[config.mk]
export PLATFORM = sky130hd
export DESIGN_NAME = sssu_ram
export DESIGN_NICKNAME = d
export VERILOG_FILES = /design/src/hdl/sssu_ram.sv
export SDC_FILE = /design/constraint.sdc
export NUM_CORES = 1
export LEC_CHECK = 0
export BUFFER_PORTS_ARGS = -buffer_cell sky130_fd_sc_hd__buf_2
export CORE_MARGIN = 3
export CORE_UTILIZATION = 30
export DETAILED_ROUTE_END_ITERATION = 8
export SLEW_MARGIN = 10
export SYNTH_ARGS = -nofsm -noshare
export SYNTH_HDL_FRONTEND = slang
export SYNTH_SLANG_ARGS = --single-unit
[constraint.sdc]
create_clock -name clk_i -period 2.8 [get_ports clk_i]
set_input_delay 0.56 -clock clk_i [delete_from_list [all_inputs] [get_ports clk_i]]
set_output_delay 0.56 -clock clk_i [all_outputs]
set_load 0.01 [all_outputs]
[src/hdl/sssu_ram.sv]
// Generic simple dual-port RAM with registered read.
module sssu_ram #(
  parameter int unsigned Width = 8,
  parameter int unsigned Depth = 64
) (
  input  logic                     clk_i,
  input  logic                     we_i,
  input  logic [$clog2(Depth)-1:0] waddr_i,
  input  logic [Width-1:0]         wdata_i,
  input  logic [$clog2(Depth)-1:0] raddr_i,
  output logic [Width-1:0]         rdata_o
);

  logic [Width-1:0] mem_q [Depth];
  logic [Width-1:0] rdata_q;

  always_ff @(posedge clk_i) begin
    if (we_i) begin
      mem_q[waddr_i] <= wdata_i;
    end
    rdata_q <= mem_q[raddr_i];
  end

  assign rdata_o = rdata_q;

endmodule

# After elaboration in Yosys (flattened, before gate mapping)
# Memory sizes are Yosys's and may differ from the RTL's. A register that Yosys moved wholly into a read port is not among the register bits.
# Cells that the tools add are included.
[word_totals]
latch_bits = 0
ram_bits = 512
input_bits = 22
mem_bits_ro = 0
output_inout_bits = 8
ff_bits = 0
elab_cells = 3
memories = 1
[op_classes]
div_mod_pow = 0
bitwise = 0
addsub = 0
magnitude_cmp = 0
shift = 0
n_reduce_logical = 0
n_mux = 2
n_mul = 0
eq_ne = 0
[memory_table]
columns = ["memory", "words", "width", "rd", "rd_ports_with_merged_regs", "wr", "line_no", "rtl"]
rows = [
  ["mem_q", 64, 8, 1, 1, 1, "14", "logic [Width-1:0] mem_q [Depth];"],
]
[ops]
columns = ["operator", "count"]
rows = [
  ["$mux 1", 2],
]

# Depth between registers and ports, before layout
# Gate-level depths: netlist (run 1).
[depth]
word_depth = 2
depth_mapped = 9
depth_no_buf = 5

# Worst setup path after synthesis (run 1)
# OpenSTA, ideal clock, no wires.
[synth_path]
path_type = "input port to flip-flop"
from = "in raddr_i[1]"
to = "reg rdata_q[3], in the netlist rdata_o[3], read port of mem_q"
path_buffers = 3
setup_ns = 0.128
t_arrival_ns = 2.100
path_slack_ns = 0.572
t_required_ns = 2.672
cell_stages = 7
cell_sequence = "buf_4 -> buf_2 -> buf_2 -> mux4_2 -> mux4_2 -> o21ai_1 -> o41ai_1"
[synth_lines]
columns = ["element", "line_no", "rtl"]
rows = [
  ["from (decl)", "10", "input logic [$clog2(Depth)-1:0] raddr_i,"],
  ["to (decl)", "15", "logic [Width-1:0] rdata_q;"],
]

==> results.sh, run 1 <==
export IMPL_status="complete, no violations"
export IMPL_gr_total_overflow=0
export IMPL_io_pins=30
export IMPL_yosysUniqueCellTypes=40
export IMPL_synth_fp_nets=962
export IMPL_path_cells="clkbuf_8 > buf_12 > mux4_2 > mux2_2 > o221a_2 > nor3_1 > o32ai_1"
export IMPL_critPathMaxFanout=10
export IMPL_synth_compound_area_share_pct=2.072
export IMPL_ys_ff_latch=520
export IMPL_rsz0062_at_grt="false"
export IMPL_netlist_area_mm2=0.02017
export IMPL_fin_cells=2004
export IMPL_fp_dieH_um=265.3
export IMPL_antenna_found_initial=4
export IMPL_cts_hold_buf=0
export IMPL_cts_setup_buffers=0
export IMPL_grt_pass1_vias=10260
export IMPL_clock_fmax_ghz=0.4643
export IMPL_setup_viol=0
export IMPL_drcViolationCount=0
export IMPL_max_cap_viol_count=0
export IMPL_tightest_slew_ns=0.7847
export IMPL_yosys_area_top_type_share_pct=76.24
export IMPL_tns_ns=0
export IMPL_initial_core_util_pct=30.46
export IMPL_cts_tree="yes"
export IMPL_slew_viol_final=0
export IMPL_synth_mux_area_share_pct=15.94
export IMPL_grt_max_degree=65
export IMPL_grt_usage_pct=13.45
export IMPL_synth_top_area_cell="edfxtp_1"
export IMPL_max_slew_margin_rel_pct=47.69
export IMPL_cts_max_path_buffers=3
export IMPL_cts_resized=0
export IMPL_firstDrtPassIters=5
export IMPL_ant_nets=0
export IMPL_drt_wl_total_mm=46.89
export IMPL_viasPerCell=4.929
export IMPL_cp_start_kind="primary input"
export IMPL_p_per_area_mw_per_mm2=684.3
export IMPL_synth_simple_gate_area_share_pct=3.388
export IMPL_dp_hpwl_mm=30.47
export IMPL_io_buffers=29
export IMPL_synth_enable_flop_cells=512
export IMPL_hold_viol_final=0
export IMPL_register_area_mm2=0.01553
export IMPL_cts_num_sinks=520
export IMPL_placed_cells=1906
export IMPL_wl_per_cell_um=23.40
export IMPL_multi_input_area_mm2=0.004315
export IMPL_clk_pin_slew_ns=0.06
export IMPL_synthFlopType="edfxtp_1"
export IMPL_yosysSeqAreaShare_pct=77.03
export IMPL_crit_type="primary input to flip-flop"
export IMPL_avgSynthCellArea_um2=21.45
export IMPL_synth_top_family_by_area="multiplexers"
export IMPL_yosys_area_share_xor_xnor_pct=0
export IMPL_ctsHtreeMaxLevel=2
export IMPL_row_count=94
export IMPL_n_fill_cell=6022
export IMPL_leakagePower_uw=0.007579
export IMPL_grt_first_pass_wirelength_mm=70.00
export IMPL_root_buffer="clkbuf_16"
export IMPL_drive_gt1_share_pct=32.54
export IMPL_synthCells=940
export IMPL_synth_area_leaders="edfxtp_1 76%, mux4_2 14%, nor2_1 1.5%"
export IMPL_clkLatencyLatePin_ns=0.60
export IMPL_crit_path_end_kind="flip-flop"
export IMPL_cts_inserted_buffers=52
export IMPL_cp_data_required_time_ns=3.27
export IMPL_die_w_um=265.3
export IMPL_final_util_pct=35.93
export IMPL_drt_iter0_markers=910
export IMPL_hp_class="primary input to flip-flop"
export IMPL_vias=9878
export IMPL_ys_warn_count=0
export IMPL_final_nets=1118
export IMPL_ir_worst_vdd_mv=0.4028
export IMPL_skew_ns=0.02286
export IMPL_crit_arrival_ns=2.62
export IMPL_slowest_delay_ns=0.50
export IMPL_dieArea_mm2=0.07037
export IMPL_period_minus_slack_ns=2.154
export IMPL_synth_adder_area_share_pct=0
export IMPL_timing_final_crit_share_pct=76.93
export IMPL_cp_top_family="multiplexers"
export IMPL_synthArstFlopShare_pct=0
export IMPL_crit_slowest_cell="mux4_2"
export IMPL_syn_to_final_growth_pct=17.99
export IMPL_gp_congestion=0.7860
export IMPL_critPathBufInv=2
export IMPL_coreArea_mm2=0.06622
==> cell type report <==
cell class,instances,share of cell area (%)
sequential,520,65.29
timing repair buffer,153,5.053
clock buffer,62,5.716
tap,864,4.543
multi-input combinational,369,18.14
clock inverter,33,1.230
antenna,3,0.03155
==> kinds of logic after synthesis <==
kind of cell,after synthesis
DFF,520
muxes,162
and+or+nand+nor,153
AOI/OAI and AO/OA,54
buffers and inverters,51
==> per-stage QoR <==
step / power, µW / area, µm² / worst slack [ns] / hold slack, ns
after global routing: 16810 / 23790 / 0.5912 / 0.4126
after CTS: 16460 / 23790 / 0.6739 / 0.3823
after floorplan: 9260 / 20170 / 0.5723 / 0.6589
after global placement: 9653 / 22130 / 0.05749 / 0.8140
after detailed placement: 9670 / 22130 / 0.02822 / 0.8496
final: 16280 / 23790 / 0.6460 / 0.4203
==> tightest hold or removal path, cell delays in order <==
cell and delay [ns]:
buf_2 0.21, nand3_1 0.12, o32ai_1 0.07
==> cells in the final DEF (no fill, tap or decap), types with 3 or more instances in the layout <==
cell type  count
mux2i_1       23
nand2_1       19
nor3_1         7
nand3b_1       3
nor2b_1       14
a22oi_1        3
buf_2         26
a211oi_1       4
mux2_2        13
o2111ai_1      3
buf_12         9
clkbuf_16     53
o22ai_1        8
clkinv_1      10
nand2b_1       7
mux4_2       126
buf_4        117
nand3_1       13
edfxtp_1     512
dfxtp_1        8
clkinv_2      14
o2bb2ai_1      3
o221ai_1       8
clkbuf_1       9
bufinv_16      5
a21oi_1        3
diode_2        3
nor2_1        83
a221oi_1       6
==> worst paths after layout <==
| path | startpoint | end | slack [ns] | cells past startpoint |
|---|---|---|---|---|
| hold reg to reg | mem_q[18][2] | rdata_o[2] | 0.85 | 4 |
| setup reg to reg | mem_q[21][6] | rdata_o[6] | 0.70 | 5 |
| setup / recovery | raddr_i[0] | rdata_o[6] | 0.65 | 7 |
| hold / removal | raddr_i[5] | rdata_o[4] | 0.42 | 3 |
==> sequential cells by signal, indices dropped and copies added (netlist names) <==
| signal | count |
|---|---|
| rdata_o | 8 |
| mem_q | 512 |
==> metal layers <==
metal	vias up	track usage [%]	part of all wire [%]
met2	309	21.31	48
met5	-	0	0
met4	0	4.738	2.6
met1	5258	18.64	43
met3	66	2.608	6.7
li1	4245	-	-
==> report_power, final <==
| part | leakage, µW | internal [µW] | switching (µW) | total, µW |
|---|---|---|---|---|
| sequential | 0.00467 | 8610 | 33.0 | 8650 |
| clock | 0.000822 | 3920 | 2870 | 6790 |
| combinational | 0.00208 | 343 | 503 | 846 |
| total | 0.00758 | 12900 | 3410 | 16300 |
==> cells in the mapped netlist (3+ instances only) <==
cell,instances
a211oi_1,4
a21oi_1,3
a221oi_1,6
a22oi_1,3
buf_1,4
buf_2,11
buf_4,13
buf_6,4
clkbuf_1,17
dfxtp_1,8
edfxtp_1,512
mux2_2,13
mux2i_1,23
mux4_2,126
nand2_1,19
nand2b_1,7
nand3_1,13
nand3b_1,3
nor2_1,83
nor2b_1,14
nor3_1,7
o2111ai_1,3
o221ai_1,8
o22ai_1,8
o2bb2ai_1,3
Power figures use the tool's default switching activity.
==> inputs of run 2 (changes only) <==
Settings changed: ABC_AREA from default to 1.
Clock period 2.8 ns to 1.94 ns, I/O delays scaled along.
==> run 2 against run 1 <==
  * Total power rose by 46%
  * Largest power group unchanged
  * Register-to-register slack worse by 0.15 ns
  * Highest routed layer is now met5
  * Sequential power grew 45%
  * Setup slack got worse by 0.33 ns
==> results.sh, run 2 <==
export IMPL_status="complete, no violations"
export IMPL_grt_pass1_vias=13770
export IMPL_crit_slowest_cell="dfxtp_1"
export IMPL_clock_fmax_ghz=0.6169
export IMPL_top_register="mem_q"
export IMPL_antenna_found_initial=11
export IMPL_coreArea_mm2=0.07027
export IMPL_io_pins=30
export IMPL_final_cell_mix="648 x nand2_1, 512 x edfxtp_1, 439 x nand3_1"
export IMPL_setup_viol=0
export IMPL_power_total_uw=23790
export IMPL_wl_met1_mm=23.75
export IMPL_drt_wl_total_mm=54.29
export IMPL_crit_type="flip-flop to output port"
export IMPL_crit_end="rdata_o[2]"
export IMPL_top_layer="met5"
export IMPL_avgSynthCellArea_um2=11.82
export IMPL_synth_fp_nets=1827
export IMPL_path_cells="buf_2"
export IMPL_max_cap_viol_count=0
export IMPL_cts_tree="yes"
export IMPL_cts_max_path_buffers=3
export IMPL_gp_congestion=0.8640
export IMPL_drcViolationCount=0
export IMPL_r2r_start="mem_q[35][4]"
export IMPL_crit_path_end_kind="output port"
export IMPL_path_depth=1
export IMPL_cts_inserted_buffers=52
export IMPL_io_buffers=29
export IMPL_drive_gt1_share_pct=11.70
export IMPL_cts_setup_buffers=0
export IMPL_tns_ns=0
export IMPL_row_count=97
export IMPL_hp_class="primary input to flip-flop"
export IMPL_drt_iter0_markers=1612
export IMPL_ctsHtreeMaxLevel=2
export IMPL_critPathMaxFanout=1
export IMPL_cp_data_required_time_ns=1.55
export IMPL_period_minus_slack_ns=1.621
export IMPL_fp_dieH_um=272.7
export IMPL_root_buffer="clkbuf_16"
export IMPL_timing_final_crit_share_pct=83.55
export IMPL_yosys_top_cells_count="648 x nand2_1, 512 x edfxtp_1, 439 x nand3_1, 56 x nor2_1, 37 x buf_2"
export IMPL_final_common_cell="nand2_1"
export IMPL_place_ws_ns=-0.05250
export IMPL_synthCells=1805
export IMPL_rsz0062_at_grt="false"
export IMPL_wl_per_cell_um=18.88
export IMPL_slew_viol_final=0
export IMPL_firstDrtPassIters=7
export IMPL_crit_arrival_ns=1.23
export IMPL_p_per_area_mw_per_mm2=960.7
export IMPL_cts_num_sinks=520
export IMPL_die_w_um=272.7
export IMPL_synth_top_area_cell="edfxtp_1"
export IMPL_synth_enable_flop_cells=512
export IMPL_vias=13970
export IMPL_hold_viol_final=0
export IMPL_ys_warn_count=0
export IMPL_fin_area_mm2=0.02477
export IMPL_skew_ns=0.02131
export IMPL_cp_start_kind="flip-flop"
export IMPL_dpl_instance_area_mm2=0.02312
export IMPL_synth_area_leaders="edfxtp_1 72%, nand2_1 11%, nand3_1 10%"
export IMPL_yosysUniqueCellTypes=16
export IMPL_wl_met3_mm=4.363
export IMPL_ant_nets=0
export IMPL_r2r_cells=8
export IMPL_yosysSeqAreaShare_pct=72.80
export IMPL_grt_max_degree=78
export IMPL_ys_ff_latch=520
export IMPL_initial_core_util_pct=30.37
export IMPL_startpoint="rdata_o[2]"
export IMPL_worstReg2RegEnd="rdata_o[4]"
export IMPL_clk_pin_slew_ns=0.06
export IMPL_viasPerCell=4.856
export IMPL_dieArea_mm2=0.07437
export IMPL_fin_ws_ns=0.3191
export IMPL_tightest_slew_ns=0.7994
export IMPL_slowest_delay_ns=0.46
export IMPL_route_met2_wl_mm=24.56
export IMPL_grt_first_pass_wirelength_mm=82.81
export IMPL_synthFlopType="edfxtp_1"
export IMPL_largest_reg_flops=512
export IMPL_synth_most_common_cell="nand2_1"
export IMPL_cts_resized=0
export IMPL_clkLatencyLatePin_ns=0.60
export IMPL_cts_hold_buf=0
export IMPL_reg2reg_slack_ns=0.55
export IMPL_grt_usage_pct=14.45
export IMPL_leakagePower_uw=0.008919
export IMPL_cp_top_family="flip-flops"
export IMPL_critPathBufInv=1
export IMPL_synthArstFlopShare_pct=0
export IMPL_syn_to_final_growth_pct=16.07
export IMPL_final_nets=1918
export IMPL_netlist_area_mm2=0.02134
export IMPL_max_slew_margin_rel_pct=46.71
export IMPL_yosys_area_top_type_share_pct=72.05
export IMPL_ir_worst_vdd_mv=0.8118
export IMPL_dp_hpwl_mm=32.20
export IMPL_gr_total_overflow=0
run 2: kinds of logic (layout without fill, tap and decap cells):
family        count (synthesis)  count (layout)  synth area share (%)
simple gates               1160            1160                 23.18
flops                       520             520                 72.80
buf+inv                     125             252                 4.022
other cells                   0               4                     0
run 2: per-stage QoR:
step	std cells	hold WS (ns)	util (%)
floorplan	1805	0.4869	-
global placement	2782	0.7727	32.90
CTS	2872	0.1451	35.23
global route	2872	0.1825	35.23
detailed placement	2782	0.7672	32.90
finish	2876	0.1813	35.25
run 2: final cells by class:
type                       count  area, µm²
timing repair buffer         150       1413
clock buffer                  66       1415
clock inverter                24      220.2
antenna                        4      10.01
multi-input combinational   1160       4946
fill                        6864      45500
inverter                      12      52.55
sequential                   520      15530
tap                          940       1176
run 2: worst min-delay path by stage:
stage / startpoint / end / slack (ns) / depth (start not counted)
6_report: raddr_i[5] / rdata_o[7] / 0.18 / 3
5_1_grt: raddr_i[5] / rdata_o[7] / 0.18 / 3
4_1_cts: raddr_i[5] / rdata_o[7] / 0.15 / 3
3_5_place_dp: raddr_i[5] / rdata_o[7] / 0.77 / 3
3_3_place_gp: raddr_i[5] / rdata_o[7] / 0.77 / 3
2_1_floorplan: wdata_i[0] / mem_q[0][0] / 0.49 / 0
run 2: layer usage:
| metal | up-vias | GRT usage [%] |
|---|---|---|
| li1 | 6531 | - |
| met1 | 6805 | 20.23 |
| met2 | 511 | 22.55 |
| met3 | 112 | 2.809 |
| met4 | 8 | 4.787 |
| met5 | - | 0 |
run 2: power by group:
group / switching (µW) / internal, µW
registers: 50.4 / 12400
clock network: 4100 / 5650
logic: 1110 / 451
total: 5260 / 18500
